===== src/rtl/core/rtq_pkg.sv =====
// Shared types and constants of the retransmit timer queue.
package rtq_pkg;

    localparam int SEQ_W   = 32;
    localparam int PORT_W  = 16;
    localparam int TIME_W  = 32;
    localparam int TMO_W   = 16;
    localparam int STEP_W  = 10;
    localparam int OPC_W   = 2;

    // Request opcodes
    localparam logic [OPC_W-1:0] OP_TICK   = 2'd0;
    localparam logic [OPC_W-1:0] OP_START  = 2'd1;
    localparam logic [OPC_W-1:0] OP_CANCEL = 2'd2;

    // Response kinds
    localparam logic KIND_EXPIRED  = 1'b0;
    localparam logic KIND_REJECTED = 1'b1;

    // Row commands
    typedef logic [1:0] cell_op_t;
    localparam cell_op_t CELL_HOLD   = 2'd0;
    localparam cell_op_t CELL_INSERT = 2'd1;
    localparam cell_op_t CELL_REMOVE = 2'd2;

    // Half range of the wrapping clock, used by the due test
    localparam logic [TIME_W-1:0] HALF_RANGE = {1'b1, {(TIME_W-1){1'b0}}};

    typedef struct packed {
        logic [SEQ_W-1:0]  seq;
        logic [PORT_W-1:0] port;
        logic [TIME_W-1:0] expiry;
    } timer_data_t;

    typedef struct packed {
        logic        valid;
        timer_data_t data;
    } timer_entry_t;

    // Command broadcast to every cell of the row
    typedef struct packed {
        cell_op_t          op;
        timer_data_t       new_data;
        logic [TMO_W-1:0]  tmo;
        logic [TIME_W-1:0] now;
    } cell_cmd_t;

endpackage


===== src/rtl/core/rtq_cell.sv =====
// One slot of the sorted timer row: holds a timer and shifts with its neighbors.
module rtq_cell (
    input  logic                  clk,
    input  logic                  rst_n,
    input  rtq_pkg::cell_cmd_t    cmd,
    input  rtq_pkg::timer_entry_t left_entry,
    input  rtq_pkg::timer_entry_t right_entry,
    input  logic                  chain_in,
    output logic                  chain_out,
    output rtq_pkg::timer_entry_t entry,
    output logic                  due
);
    import rtq_pkg::*;

    logic               valid_reg;
    logic               valid_next;
    timer_data_t        data_reg;
    timer_data_t        data_next;
    logic [TIME_W-1:0]  remain;
    logic               mark;
    logic               match;
    logic               local_hit;

    // Time left until expiry, relative to the current clock
    assign remain = data_reg.expiry - cmd.now;

    // Insert point: empty slot or a timer that expires strictly later
    assign mark  = !valid_reg || (remain > {{(TIME_W-TMO_W){1'b0}}, cmd.tmo});
    assign match = valid_reg && (data_reg.seq == cmd.new_data.seq)
                             && (data_reg.port == cmd.new_data.port);
    assign due   = valid_reg && ((remain == '0) || (remain > HALF_RANGE));

    assign local_hit = (cmd.op == CELL_INSERT) ? mark : match;
    assign chain_out = chain_in || local_hit;

    assign entry.valid = valid_reg;
    assign entry.data  = data_reg;

    // Select the next content: keep, take a neighbor, or take the new timer
    always_comb
    begin
        valid_next = valid_reg;
        data_next  = data_reg;
        case (cmd.op)
            CELL_INSERT:
            begin
                if (chain_in)
                begin
                    valid_next = left_entry.valid;
                    data_next  = left_entry.data;
                end
                else if (mark)
                begin
                    valid_next = 1'b1;
                    data_next  = cmd.new_data;
                end
            end
            CELL_REMOVE:
            begin
                if (chain_out)
                begin
                    valid_next = right_entry.valid;
                    data_next  = right_entry.data;
                end
            end
            default:
            begin
            end
        endcase
    end

    always_ff @(posedge clk or negedge rst_n)
    begin
        if (!rst_n)
        begin
            valid_reg <= 1'b0;
        end
        else
        begin
            valid_reg <= valid_next;
        end
    end

    always_ff @(posedge clk)
    begin
        data_reg <= data_next;
    end

endmodule

===== config.mk =====
export PLATFORM = sky130hd
export DESIGN_NAME = rtq_cell
export DESIGN_NICKNAME = d
export VERILOG_FILES = /design/src/rtl/core/rtq_pkg.sv /design/src/rtl/core/rtq_cell.sv
export SDC_FILE = /design/constraint.sdc
export NUM_CORES = 1
export LEC_CHECK = 0
export BUFFER_PORTS_ARGS = -buffer_cell sky130_fd_sc_hd__buf_2
export CAP_MARGIN = 0
export CORE_AREA = 2 2 146 148
export CTS_CLUSTER_SIZE = 12
export DETAILED_ROUTE_END_ITERATION = 8
export DIE_AREA = 0 0 148 150
export PLACE_DENSITY = 0.65
export SYNTH_ARGS = -nofsm -noshare
export SYNTH_HDL_FRONTEND = slang
export SYNTH_SLANG_ARGS = --single-unit

===== constraint.sdc =====
create_clock -name clk -period 7.9 [get_ports clk]
set_clock_uncertainty 0.1 [all_clocks]
set_input_delay 0.79 -clock clk [delete_from_list [all_inputs] [get_ports clk]]
set_output_delay 0.79 -clock clk [all_outputs]
set_load 0.01 [all_outputs]

==> results.json <==
{
  "fin_crit_ns": 5.46,
  "synth_cell_types": 68,
  "powerDensity_nw_per_um2": 171,
  "route.vias.total": 7429,
  "cp_max_fo": 3,
  "ctsResizeCount": 0,
  "routed_via_density": 5.09,
  "post_cts_buffers": 0,
  "pwr-share-comb_pct": 39.0,
  "startpoint": "cmd[1]",
  "gr-total-overflow": 0,
  "switching_share_pct": 35.8,
  "clockBufferDepth": 2,
  "synth-seq-area-share_pct": 33.6,
  "nets": 1520,
  "grt_pass1_vias": 7257,
  "relSlewSlack_pct": 28.3,
  "grt_max_degree": 103,
  "synth-main-ff-cell": "edfxtp_1",
  "switchingPower_uw": 592,
  "yosys-top-cells-area": "edfxtp_1 33%, mux2i_1 11%, ha_1 8.1%",
  "async_flop_share_pct": 1.23,
  "cts_htree_levels": 3,
  "p_seq_share_pct": 34.6,
  "crit_arrival_ns": 4.57,
  "cts_sinks": 81,
  "cts_buffers": 9,
  "hpwl_um": 21000,
  "yosysMostFrequentCell": "nand2_1",
  "drtPass1Iterations": 5,
  "intPower_uw": 1060,
  "fmax_mhz": 183,
  "critical_path_class": "in2out",
  "drc": 0,
  "ys_seq_elements": 81,
  "wl_per_cell_um": 17.3,
  "gp_congestion": 0.933,
  "cp-end-kind": "primary output",
  "setup-tns-final_ns": 0,
  "vdd_drop_max_mv": 0.0961,
  "syn_inst": 823,
  "drive_gt1_share_pct": 34.8,
  "fp.coreArea_sq_um": 20700,
  "avgSynthCellArea_sq_um": 8.77,
  "clkPwrFrac_pct": 26.4,
  "dieArea_sq_um": 22200,
  "r2r_start": "entry[1]",
  "syn_to_final_growth_pct": 33.8,
  "synthesis.nets": 1166,
  "initial_utilization_pct": 34.9,
  "drtIter0Drc": 401,
  "largest_register_ffs": 80,
  "holdWs_ns": 0.101,
  "ctsHoldBuffers": 0,
  "status": "finished clean",
  "tightest_slew_ns": 1.07,
  "final.setup.worst_slack_ns": 2.44,
  "cts_tree": "yes",
  "grt_pass1_wl_um": 37600,
  "utilization_pct": 46.7,
  "fp.dieH_um": 150,
  "wl_um": 25200,
  "power_leakage_uw": 0.00457,
  "root_buffer": "clkbuf_16",
  "rsz0062_at_grt": "no",
  "antenna_left": 0,
  "yosysTopAreaCell": "edfxtp_1",
  "fp.dieW_um": 148,
  "setup_viol": 0,
  "synth_commonest_cells": "121 x nand2_1, 107 x o21ai_0, 82 x mux2i_1, 80 x edfxtp_1, 59 x inv_1",
  "required_ns": 7.01,
  "synth_top_area_share_pct": 33.3,
  "io_pins": 378,
  "antenna_found_initial": 3,
  "netlist_area_sq_um": 7220,
  "portBuffers": 377,
  "cap_viol_max_count": 0,
  "clk_latency_ns": 0.35,
  "hp-class": "in2async",
  "slew_viol_final": 0,
  "hold_violations": 0,
  "floorplan.rows": 53,
  "ys_warn_count": 0,
  "grt_usage_pct": 21.9,
  "path_clk_slew_ns": 0.06,
  "post-route-period-util_pct": 69.1,
  "synth_edf_count": 80,
  "worst_setup_path_start_kind": "primary input",
  "pre_cts_slack_ns": 2.50
}
[cells by family after synthesis]
family | after synthesis | synth area share (%)
fa+ha+maj | 48 | 8.43
simple gates | 234 | 15.6
compound gates | 220 | 18.3
mux | 84 | 11.7
buf+inv | 97 | 5.17
xor+xnor | 59 | 7.16
flops | 81 | 33.6
[power groups by stage]
stage               sequential, uW  combinational [uW]  clock (uW)
floorplan                      596                 381           0
global placement               581                 634           0
detailed placement             579                 642           0
CTS                            572                 644         444
global route                   577                 716         459
finish                         571                 643         436
[worst max-delay path, cell delays in order]
cell and delay (ns):
buf_2 0.10, inv_1 0.04, ha_1 0.27, nor2b_1 0.15, o2111a_2 0.26, o21a_1 0.23, o21ai_0 0.18, nand2b_1 0.10
a21boi_0 0.22, xnor2_1 0.18, ha_1 0.29, a21o_1 0.16, a21oi_1 0.14, nor2b_1 0.06, o21ai_0 0.14, nand2_1 0.07
o2111ai_1 0.09, a31oi_1 0.17, or3_1 0.36, o31ai_2 0.29, nand2_1 0.10, buf_2 0.16
[path summary, 6_finish.rpt]
check                            end  slack, ns  cells past startpoint
hold reg to reg            valid_reg       0.84                      5
setup reg to reg           entry[22]       3.11                     20
setup / recovery           chain_out       2.44                     22
max in group asynchronous  valid_reg       7.52                      1
min in group clk           entry[34]       0.61                      3
hold / removal             valid_reg       0.10                      1
[layout by cell type, fill, tap and decap left out, types with 3 or more instances in the layout]
master	count
a211oi_1	5
a21o_1	10
a21oi_1	38
a31oi_1	5
and2_1	3
buf_2	376
buf_4	5
clkbuf_16	9
edfxtp_1	80
ha_1	47
inv_1	59
mux2i_1	82
nand2_1	121
nand2b_1	6
nand3_1	7
nand4_1	16
nor2_1	24
nor2b_1	11
nor3_1	12
nor4_1	14
o211ai_1	5
o21a_1	10
o21ai_0	107
o21ai_1	4
o22ai_1	8
or3_1	4
xnor2_1	20
xor2_1	39
[layout make-up]
cell class,count,area [sq um]
Fill cell,2066,11000
Multi-Input combinational cell,645,4430
Sequential cell,81,2430
Timing Repair Buffer,381,1920
Tap cell,275,344
Clock buffer,9,225
Inverter,59,221
Clock inverter,7,76.3
Antenna cell,2,5.00
[metrics by stage]
step / area, sq um / total power, uW / cells
6_report: 9650 / 1650 / 1459
5_1_grt: 9650 / 1750 / 1459
4_1_cts: 9650 / 1660 / 1457
3_5_place_dp: 9350 / 1220 / 1441
3_3_place_gp: 9350 / 1210 / 1441
2_1_floorplan: 7220 / 978 / 823
[metal layers]
layer / global-route usage, % / vias to the layer above / share of wire [%]
met4: 7.90 / 2 / 2.7
met2: 38.8 / 298 / 50
met3: 4.09 / 40 / 6.1
met5: 0 / - / 0.056
li1: - / 3701 / -
met1: 26.6 / 3388 / 41
Note: power is estimated with default switching activity, not from simulation.
